File: src/hw/rtl/ppse_pkg.sv
`default_nettype none

package ppse_pkg;

    localparam int LINE_BYTES = 80;
    localparam int LINES      = 480;

    localparam int DEPTH      = LINE_BYTES * LINES;
    localparam int ROW_PIXELS = LINE_BYTES * 8;
    localparam int ADDR_W     = (DEPTH > 1) ? $clog2(DEPTH) : 1;

    localparam int WORD_W  = 32;
    localparam int PLANES  = 4;
    localparam int REQ_W   = 2;
    localparam int X_W     = 10;
    localparam int Y_W     = 9;
    localparam int C_W     = 4;

    localparam int COL_W   = $clog2(ROW_PIXELS + 1);
    localparam int EXT_W   = (COL_W > X_W) ? COL_W : X_W;
    localparam int ROWS_W  = $clog2(LINES + 1);
    localparam int YEXT_W  = (ROWS_W > Y_W) ? ROWS_W : Y_W;
    localparam int SPAN_W  = (LINE_BYTES > 1) ? $clog2(LINE_BYTES) : 1;
    localparam int PRODR_W = Y_W + $clog2(LINE_BYTES + 1) + 1;
    localparam int PROD_W  = (PRODR_W > ADDR_W) ? PRODR_W : ADDR_W;

    localparam logic [7:0] FULL_MASK = 8'hFF;

    typedef enum logic [REQ_W-1:0] {
        REQ_PUT,
        REQ_GET,
        REQ_LINE
    } t_req_code;

    typedef enum logic [1:0] {
        ACT_NONE,
        ACT_WRITE,
        ACT_READ,
        ACT_ZERO
    } t_act;

    typedef enum logic [1:0] {
        ST_CLEAR,
        ST_IDLE,
        ST_WRITE,
        ST_GET
    } t_state;

    typedef struct packed {
        logic [REQ_W-1:0] req_type;
        logic [X_W-1:0]   x;
        logic [X_W-1:0]   x_end;
        logic [Y_W-1:0]   y;
        logic [C_W-1:0]   colour;
    } t_req;

    typedef struct packed {
        logic [C_W-1:0] pixel_colour;
    } t_rsp;

    typedef struct packed {
        t_act              act;
        logic [ADDR_W-1:0] addr;
        logic [7:0]        lmask;
        logic [7:0]        rmask;
        logic [SPAN_W-1:0] span;
        logic [2:0]        bit_sel;
    } t_dec;

endpackage

`default_nettype wire

File: src/hw/rtl/ppse_req_decode.sv
`default_nettype none

module ppse_req_decode (
    input  wire ppse_pkg::t_req i_req,
    output ppse_pkg::t_dec      o_dec
);
    import ppse_pkg::*;

    logic [EXT_W-1:0]  x_e;
    logic [EXT_W-1:0]  xe_e;
    logic [YEXT_W-1:0] y_e;
    logic [EXT_W-1:0]  end_c;
    logic [EXT_W-1:0]  end_m1;
    logic [EXT_W-1:0]  span_e;
    logic [PROD_W-1:0] prod;
    logic              row_ok;
    logic              col_ok;

    always_comb begin
        x_e    = EXT_W'(i_req.x);
        xe_e   = EXT_W'(i_req.x_end);
        y_e    = YEXT_W'(i_req.y);
        row_ok = y_e < YEXT_W'(LINES);
        col_ok = x_e < EXT_W'(ROW_PIXELS);
        end_c  = (xe_e > EXT_W'(ROW_PIXELS)) ? EXT_W'(ROW_PIXELS) : xe_e;
        end_m1 = end_c - EXT_W'(1);
        span_e = (end_m1 >> 3) - (x_e >> 3);
        prod   = PROD_W'(i_req.y) * PROD_W'(LINE_BYTES) + PROD_W'(i_req.x[X_W-1:3]);

        o_dec.act     = ACT_NONE;
        o_dec.addr    = prod[ADDR_W-1:0];
        o_dec.lmask   = FULL_MASK >> i_req.x[2:0];
        o_dec.rmask   = FULL_MASK << (3'd7 - i_req.x[2:0]);
        o_dec.span    = '0;
        o_dec.bit_sel = 3'd7 - i_req.x[2:0];

        case (i_req.req_type)
            REQ_PUT: begin
                if (row_ok && col_ok) begin
                    o_dec.act = ACT_WRITE;
                end
            end
            REQ_GET: begin
                o_dec.act = (row_ok && col_ok) ? ACT_READ : ACT_ZERO;
            end
            REQ_LINE: begin
                o_dec.rmask = FULL_MASK << (3'd7 - end_m1[2:0]);
                o_dec.span  = span_e[SPAN_W-1:0];
                if (row_ok && (x_e < end_c)) begin
                    o_dec.act = ACT_WRITE;
                end
            end
            default: begin
                o_dec.act = ACT_NONE;
            end
        endcase
    end
endmodule

`default_nettype wire

File: config.mk
export PLATFORM = sky130hd
export DESIGN_NAME = ppse_req_decode
export DESIGN_NICKNAME = d
export VERILOG_FILES = /design/src/hw/rtl/ppse_pkg.sv /design/src/hw/rtl/ppse_req_decode.sv
export SDC_FILE = /design/constraint.sdc
export NUM_CORES = 1
export LEC_CHECK = 0
export BUFFER_PORTS_ARGS = -buffer_cell sky130_fd_sc_hd__buf_2
export CORE_ASPECT_RATIO = 2
export CORE_MARGIN = 1
export CORE_UTILIZATION = 45
export DETAILED_ROUTE_END_ITERATION = 12
export GPL_ROUTABILITY_DRIVEN = 0
export GPL_TIMING_DRIVEN = 1
export PLACE_DENSITY_LB_ADDON = 0.2
export SETUP_SLACK_MARGIN = 0.3
export SYNTH_ARGS = -nofsm -noshare
export SYNTH_HDL_FRONTEND = slang
export SYNTH_SLANG_ARGS = --single-unit
File: constraint.sdc
create_clock -name vclk -period 8.96
set_input_delay 1.344 -clock vclk [all_inputs]
set_output_delay 1.344 -clock vclk [all_outputs]
set_load 0.02 [all_outputs]
; Yosys cells after proc, flatten, opt, wreduce, memory -nomap -nowiden
; Index checks and enable logic that the tools add are counted.
[totals]
mem_count = 0
romBits = 0
inputBits = 35
latch_bits = 0
ramBits = 0
register_bits = 0
[op_classes]
reduce_logical = 3
div = 0
mux = 6
mul = 1
bitwise_logic = 0
order_cmp = 4
eq_ne = 2
addsub = 5
shift = 3
[ops]
columns = cell, n
row1 = $add A16 B7 Y16, 1
row2 = $shl A8 B3 Y8 const A, 2
row3 = $mux W15, 1
row4 = $mul A9 B3 Y12 const B, 1
row5 = $gt A10 B10 Y1 const B, 1
row6 = $lt A10 B10 Y1, 1
row7 = $lt A10 B10 Y1 const B, 1
row8 = $mux W10, 1
row9 = $sub A10 B1 Y10 const B, 1
row10 = $lt A9 B9 Y1 const B, 1
row11 = $shr A8 B3 Y8 const A, 1
row12 = $sub A7 B7 Y7, 1
row13 = $pmux W2 S3, 1
row14 = $sub A3 B3 Y3 const A, 2
row15 = $mux W1, 3
row16 = $eq A2 B1 Y1 const B, 1
row17 = $eq A2 B2 Y1 const B, 1
row18 = $logic_and A1 B1 Y1, 2
row19 = $logic_not A2 Y1, 1

; Logic depth before layout (Yosys ltp)
; Gate-level depths: netlist of the first run.
[depth]
ltp_word = 6
depth_mapped = 14
depth_no_buf = 13

; Worst setup path after synthesis of the first run
; No wires, ideal clock.
[synth_timing]
path_kind = input to output
from = input port i_req[21] (netlist bit)
to = output port o_dec[9] (netlist bit)
t_arrival_ps = 3786
n_path_buf = 1
t_required_ps = 7616
path_stages = 14
slack_ps = 3830
cell_sequence = o21ai_1 -> nand2_1 -> ha_1 -> clkbuf_1 -> a21oi_1 -> a21o_1 -> inv_1 -> fa_1 -> nor2b_1 -> o21ai_0 -> a21oi_1 -> o21a_1 -> o21ai_0 -> a21oi_1
[synth_rtl]
columns = item, line
row1 = "start, declared", ppse_req_decode.sv:4  ; input wire ppse_pkg::t_req i_req,
row2 = "end, declared", ppse_req_decode.sv:5  ; output ppse_pkg::t_dec o_dec

==> results of run 1 <==
layout by cell type, fill, tap and decap left out, types with 3 or more instances in the layout:
cell type and n:
a21o_1 4, or3_1 4, nand3_1 3, nor2_1 20, xor2_1 7, o211ai_1 3, xnor2_1 10, o21ai_0 11
and3_1 4, nand2b_1 5, inv_1 22, buf_2 73, a21oi_1 17, nor2b_1 7, nand2_1 15, o21ai_1 3
ha_1 33, nor3_1 11, o22ai_1 4, fa_1 3
power by group through the flow:
stage	registers (W)	logic (W)	clock network, W
6_report	0	0.000162	0
2_1_floorplan	0	0.000118	0
3_5_place_dp	0	0.000163	0
5_1_grt	0	0.000180	0
3_3_place_gp	0	0.000161	0
4_1_cts	0	0.000164	0
worst min-delay path by stage:
stage | from | endpoint | slack (ns) | depth (start not counted)
final | i_req[26] | o_dec[26] | 2.96 | 2
after global routing | i_req[26] | o_dec[26] | 2.97 | 2
after CTS | i_req[26] | o_dec[26] | 2.97 | 2
after detailed placement | i_req[26] | o_dec[26] | 2.97 | 2
after global placement | i_req[26] | o_dec[26] | 2.96 | 2
after floorplan | i_req[34] | o_dec[43] | 2.77 | 1
logic make-up after synthesis:
family                     synth area share
AOI/OAI and AO/OA                     0.216
xor gates and xnor gates              0.108
adders and majority gates             0.296
buffers and inverters                0.0985
muxes                               0.00626
other                               0.00234
and+or+nand+nor                       0.274
worst max-delay path, delay by kind of cell:
family / cells / cell delay [ns]
AOI/OAI and AO/OA: 8 / 1.44
adders and majority gates: 2 / 0.73
buffers and inverters: 3 / 0.38
and+or+nand+nor: 2 / 0.33
layout make-up:
cell class	count	area, um2	area share
multi-input combinational	193	1450	0.748
timing repair buffer	73	365	0.189
tap	32	40.0	0.0207
inverter	22	82.6	0.0427
per-layer routing:
layer  vias up  share of wire  routed length, um
met5         -              0                  0
met3         4          0.033                135
li1        918              -                  -
met1       825           0.34               1410
met4         0         0.0085                 35
met2        48           0.62               2550
metrics by stage:
step	hold slack, ns	std cells	power, W	utilization	setup WS [ns]
5_1_grt	2.97	320	0.000180	0.573	3.09
6_report	2.96	320	0.000162	0.573	3.38
3_3_place_gp	2.96	320	0.000161	0.573	3.38
3_5_place_dp	2.97	320	0.000163	0.573	3.36
2_1_floorplan	2.77	226	0.000118	-	3.83
4_1_cts	2.97	320	0.000164	0.573	3.35
==> qor.txt, run 1 <==
Layout area overhead: 20.9%
Fillers: 352
Post-CTS Setup Bufs: 0
Input/output buffers: 73
Unrepaired setup endpoints after global routing: no
Ys Warns: 0
Ant. Diodes: 0
M3 GR Usage: 0.0146
Cell-internal power: 0.0000639 W
Initial Util: 0.474
Combinational Power Share: 1.000
Top post-synthesis cells by count: ha_1, inv_1, nor2_1
P_sw: 0.0000984 W
Clock share of power: 0
Crit path max fanout: 8
GR Util met1: 0.200
Critical Path Start: i_req[21]
Critical Path Most Common Cell: a21oi_1
Failing checks: design-rule violations
Netlist cell types: 44
Syn_area_per_cell: 7.11 um2
First-pass GRT wire length: 6.78 mm
Post-route minimum period: 5.58 ns
Sequential share of power: 0
DR iter-0 viols: 24
CP max stage delay: 0.44 ns
Total Wirelength: 4.12 mm
Layout cells sized above 1: 0.288
Initial antenna violation count: 0
Die width: 44.2 um
Sequential area share after synthesis: 0
Grt ovf: 0
Routing usage on met2: 0.485
Sw Ratio: 0.606
Register area: 0 um2
Status: finished, violations left
CP Capture Type: output port
Seq_cells: 0
Largest cells by area after synthesis: ha_1, xnor2_1, a21oi_1
Vias per Instance: 5.61
Routed WL per cell: 12.9 um
Cell Area, Placed: 1930 um2
Setup_tns: 0 ns
Die height: 86.3 um
Fmax: 0.179 GHz
IO Pins: 79
Router iterations before antenna repair: 10
Core ar.: 3380 um2
Gr usage total: 0.220
Synth Instances: 225
Via Count: 1795
Class of the most critical setup path: input port to output port
Count leader, synth: ha_1
Final number of hold-violating endpoints: 0
Pwr per Cell Area: 83.9 nW/um2
Worst Setup EP: o_dec[9]
CP Cell Sequence: buf_2 > o21ai_1 > nand2_1 > ha_1 > a21oi_1 > a21o_1 > inv_1 > fa_1 > nor2b_1 > o21ai_0 > a21oi_1 > o21a_1 > o21ai_0 > a21oi_1 > buf_2
Hold_buf cts: 0
Number of global-route vias before repair: 1712
Hold WC Path Type: input port to output port
Cts repair resizes: 0
DR DRC count: 1
DP HPWL: 3.70 mm
Die area: 3810 um2
Startpoint Class: input port
Busiest layer in global routing: met2
WP data arrival: 4.23 ns
FP Rows: 30
Slowest stage cell, crit path: o21ai_1
ANT nets after route: 0
Crit share post-route: 0.622
Pins Over Slew Limit: 0
WP data required: 7.62 ns
Post-synth top area share: 0.258
Peak supply drop: 0.0000385 V
Largest net degree at the start of global routing: 11
Slew HR: 0.654
Pleak: 1.04 nW
Syn Std Cell Area: 1600 um2
Synth area leader: ha_1
Fin area: 1930 um2
Nets: 361
Worst slew pin tran: 0.515 ns
MaxCap Viol Count: 0
Clock buffer count: 0
Final setup viols: 0
Note: power is estimated with default switching activity, not from simulation.
==> run 2, diff against run 1 <==
==> constraint.sdc (replaced) <==
create_clock -name vclk -period 5.5
set_input_delay 0.825 -clock vclk [all_inputs]
set_output_delay 0.825 -clock vclk [all_outputs]
set_load 0.02 [all_outputs]
==> run 2 against run 1 <==
Compared with the run above:
- the flow now finishes without violations
- combinational power is 63% higher
- worst setup slack got worse by 2.4 ns
- utilization stayed put
- global-route usage is 0.78 points lower
==> qor.txt, run 2 (synthesized netlist as in run 1, its figures left out) <==
Status: complete, no violations
Total Wirelength: 4.06 mm
CP Cell Sequence: buf_2 > o21ai_1 > nand2_1 > ha_1 > a21oi_1 > a21o_1 > inv_1 > fa_1 > nor2b_1 > o21ai_0 > a21oi_1 > o21a_1 > o21ai_0 > a21oi_1 > buf_2
Largest net degree at the start of global routing: 11
Crit path max fanout: 8
Post-route minimum period: 4.48 ns
WP data required: 4.68 ns
Final number of hold-violating endpoints: 0
Die height: 86.3 um
Die area: 3810 um2
Grt ovf: 0
WP data arrival: 3.65 ns
DR iter-0 viols: 32
Commonest non-fill, non-tap cell in the layout: buf_2
Pwr per Cell Area: 137 nW/um2
Nets: 361
CP Capture Type: output port
First-pass GRT wire length: 6.52 mm
Router iterations before antenna repair: 6
Slew HR: 0.647
Most frequent cells in the layout: buf_2, ha_1, inv_1, nor2_1, a21oi_1
Hold_buf cts: 0
Unrepaired setup endpoints after global routing: no
Cell-internal power: 0.000104 W
Gr usage total: 0.213
Class of the most critical setup path: input port to output port
FP Rows: 30
M3 GR Usage: 0.00208
Startpoint Class: input port
Setup_tns: 0 ns
Fmax: 0.223 GHz
Sw Ratio: 0.606
Critical Path Most Common Cell: a21oi_1
Final Instance Count excl. Fillers: 320
Pleak: 1.04 nW
IO Pins: 79
Layout cells sized above 1: 0.288
Family with the most delay on the worst path: compound AO/OA/AOI/OAI gates
ANT nets after route: 0
Pins Over Slew Limit: 0
DP HPWL: 3.69 mm
Number of global-route vias before repair: 1659
Combinational Power Share: 1.000
Input/output buffers: 73
Sequential share of power: 0
CP bufs+invs: 3
Cts repair resizes: 0
Hold WC Path Type: input port to output port
Routing usage on met2: 0.480
Register area: 0 um2
Worst slew pin tran: 0.526 ns
Core ar.: 3380 um2
Seq_cells: 0
Crit share post-route: 0.814
Routed WL per cell: 12.7 um
Clock share of power: 0
Post-CTS Setup Bufs: 0
Inst Count DP: 320
Hold WS: 1.92 ns
Vias per Instance: 5.68
Ant. Diodes: 0
Peak supply drop: 0.0000598 V
MaxCap Viol Count: 0
Via Count: 1816
Initial Util: 0.474
Busiest layer in global routing: met2
Clock buffer count: 0
Slowest stage cell, crit path: o21ai_1
Layout area overhead: 20.9%
DR DRC count: 0
GR Util met1: 0.186
CP max stage delay: 0.45 ns
Initial antenna violation count: 0
Die width: 44.2 um
P_sw: 0.000160 W
Final setup viols: 0
[run 2: cell counts in the layout (fill, tap and decap cells not counted)]
Identical to the previous run, type by type.
[run 2: power groups by stage]
stage | clock network [W] | logic, W | registers [W]
floorplan | 0 | 0.000192 | 0
global placement | 0 | 0.000262 | 0
detailed placement | 0 | 0.000266 | 0
CTS | 0 | 0.000267 | 0
global route | 0 | 0.000292 | 0
finish | 0 | 0.000264 | 0
[run 2: path summary, 6_finish.rpt]
check	startpoint	endpoint	slack, ns	depth (start not counted)
hold / removal	i_req[26]	o_dec[26]	1.92	2
setup / recovery	i_req[21]	o_dec[9]	1.02	15
[run 2: per-layer routing]
metal,part of all wire,up-vias
li1,-,918
met1,0.33,833
met2,0.62,57
met3,0.031,8
met4,0.018,0
met5,0,-
[run 2: final cells by class]
type | instances | area, um2
Fill cell | 383 | 1440
Inverter | 22 | 82.6
Multi-Input combinational cell | 193 | 1450
Tap cell | 32 | 40.0
Timing Repair Buffer | 73 | 365
[run 2: stage by stage]
step                      cell area (um2)  total power [W]  utilization  setup WS (ns)
final                                1930         0.000264        0.573           1.02
after global routing                 1930         0.000292        0.573          0.587
after CTS                            1930         0.000267        0.573          0.993
after detailed placement             1930         0.000266        0.573           1.02
after global placement               1930         0.000262        0.573           1.05
after floorplan                      1600         0.000192            -           1.41
==> run 3, diff against run 2 <==
==> constraint.sdc (replaced) <==
create_clock -name vclk -period 3.95
set_input_delay 0.5925 -clock vclk [all_inputs]
set_output_delay 0.5925 -clock vclk [all_outputs]
set_load 0.02 [all_outputs]
==> run 3 against run 2 <==
Compared with the run above:
- first-iteration DRC count rose by 22%
- critical endpoint unchanged
- worst hold slack got worse by 0.47 ns
- non-clock buffer count rose by 13
- design area rose by 15%
- critical path type unchanged
- the run now ends with design-rule violations left
- utilization rose by 8.8 points
- power rose by 65%
- combinational power rose by 65%
- count of clock-buffer cells in the layout did not move
- sequential share of layout area did not move
- die area did not move
- global-route usage rose by 1.4 points
- critical path depth fell by 2
==> qor.txt, run 3 (synthesized netlist as in run 1, its figures left out) <==
Crit path max fanout: 4
Failing checks: design-rule violations
IO Pins: 79
WP data arrival: 2.99 ns
Die height: 86.3 um
Worst slew pin tran: 0.529 ns
Unrepaired setup endpoints after global routing: yes
Fmax: 0.279 GHz
Initial Util: 0.474
Ant. Diodes: 0
MaxCap Viol Count: 0
Router iterations before antenna repair: 8
Initial antenna violation count: 0
Vias per Instance: 5.68
Pins Over Slew Limit: 0
Setup_tns: 0 ns
Seq_cells: 0
Total Wirelength: 4.55 mm
Commonest non-fill, non-tap cell in the layout: buf_2
CP Capture Type: output port
Largest net degree at the start of global routing: 11
Hold_buf cts: 0
Pwr per Cell Area: 195 nW/um2
Layout cells sized above 1: 0.392
Status: finished, violations left
Die width: 44.2 um
Routed WL per cell: 13.7 um
Via Count: 1892
Nets: 374
Input/output buffers: 73
Final setup viols: 0
DP HPWL: 3.73 mm
WP data required: 3.36 ns
Most frequent cells in the layout: buf_2, ha_1, inv_1, nor2_1, nand2_1
Die area: 3810 um2
Layout area overhead: 39.5%
Overall Power: 0.000435 W
Gr usage total: 0.227
Class of the most critical setup path: input port to output port
Register area: 0 um2
Startpoint Class: input port
Number of global-route vias before repair: 1778
Fillers: 325
Core ar.: 3380 um2
Crit share post-route: 0.907
ANT nets after route: 0
Peak supply drop: 0.000102 V
Clock buffer count: 0
DR DRC count: 2
Grt ovf: 0
Fin area: 2230 um2
Cell Area, Placed: 1940 um2
DR iter-0 viols: 39
First-pass GRT wire length: 7.00 mm
Post-route minimum period: 3.58 ns
Final number of hold-violating endpoints: 0
Pleak: 1.15 nW
Hold WC Path Type: input port to output port
FP Rows: 30
Slew HR: 0.648
==> run 3: cell count changes in the layout (fill, tap and decap cells not counted), sizes merged <==
cell,delta
buf,+13
==> run 3: per-layer routing <==
| metal | share of wire | global-route usage | vias up |
|---|---|---|---|
| li1 | - | - | 941 |
| met1 | 0.33 | 0.204 | 889 |
| met2 | 0.61 | 0.500 | 53 |
| met3 | 0.039 | 0.0125 | 9 |
| met4 | 0.026 | 0.0358 | 0 |
| met5 | 0 | 0 | - |
==> run 3: metrics by stage <==
step	std cells	hold slack (ns)	setup WS (ns)	utilization
6_report	333	1.45	0.369	0.661
3_3_place_gp	321	1.46	0.116	0.575
2_1_floorplan	226	1.26	0.323	-
4_1_cts	324	1.46	0.270	0.597
5_1_grt	333	1.46	0.227	0.661
3_5_place_dp	321	1.46	0.0877	0.575
==> run 3: what timing repair did <==
item | in CTS | in global routing
setup buffers | 3 | 9
endpoints found under the setup margin | 4 | 4
resized for setup | 10 | 35
pin swaps | 4 | 15
==> run 3: power by group <==
part	internal, W	leakage (nW)	total (W)	switching, W
registers	0	0	0	0
clock network	0	0	0	0
logic	0.000184	1.15	0.000435	0.000251
==> run 3: area by class of cell <==
cell class / instances / area, um2 / share of cell area
timing repair buffer: 86 / 499 / 0.224
inverter: 22 / 82.6 / 0.0370
tap: 32 / 40.0 / 0.0179
multi-input combinational: 193 / 1610 / 0.721
==> run 3: worst max-delay path, cell delays in order <==
cell and delay (ns):
buf_6 0.11, nor4_4 0.33, a31o_4 0.22, buf_12 0.10, o21ai_1 0.07, ha_1 0.33, nor2b_4 0.14, o21ai_2 0.16
a21oi_2 0.08, o21a_1 0.19, or3_1 0.38, a21oi_2 0.12, buf_4 0.16
==> run 3: worst paths after layout <==
kind,start,end,cells after the start
max,i_req[18],o_dec[9],13
min,i_req[26],o_dec[26],2
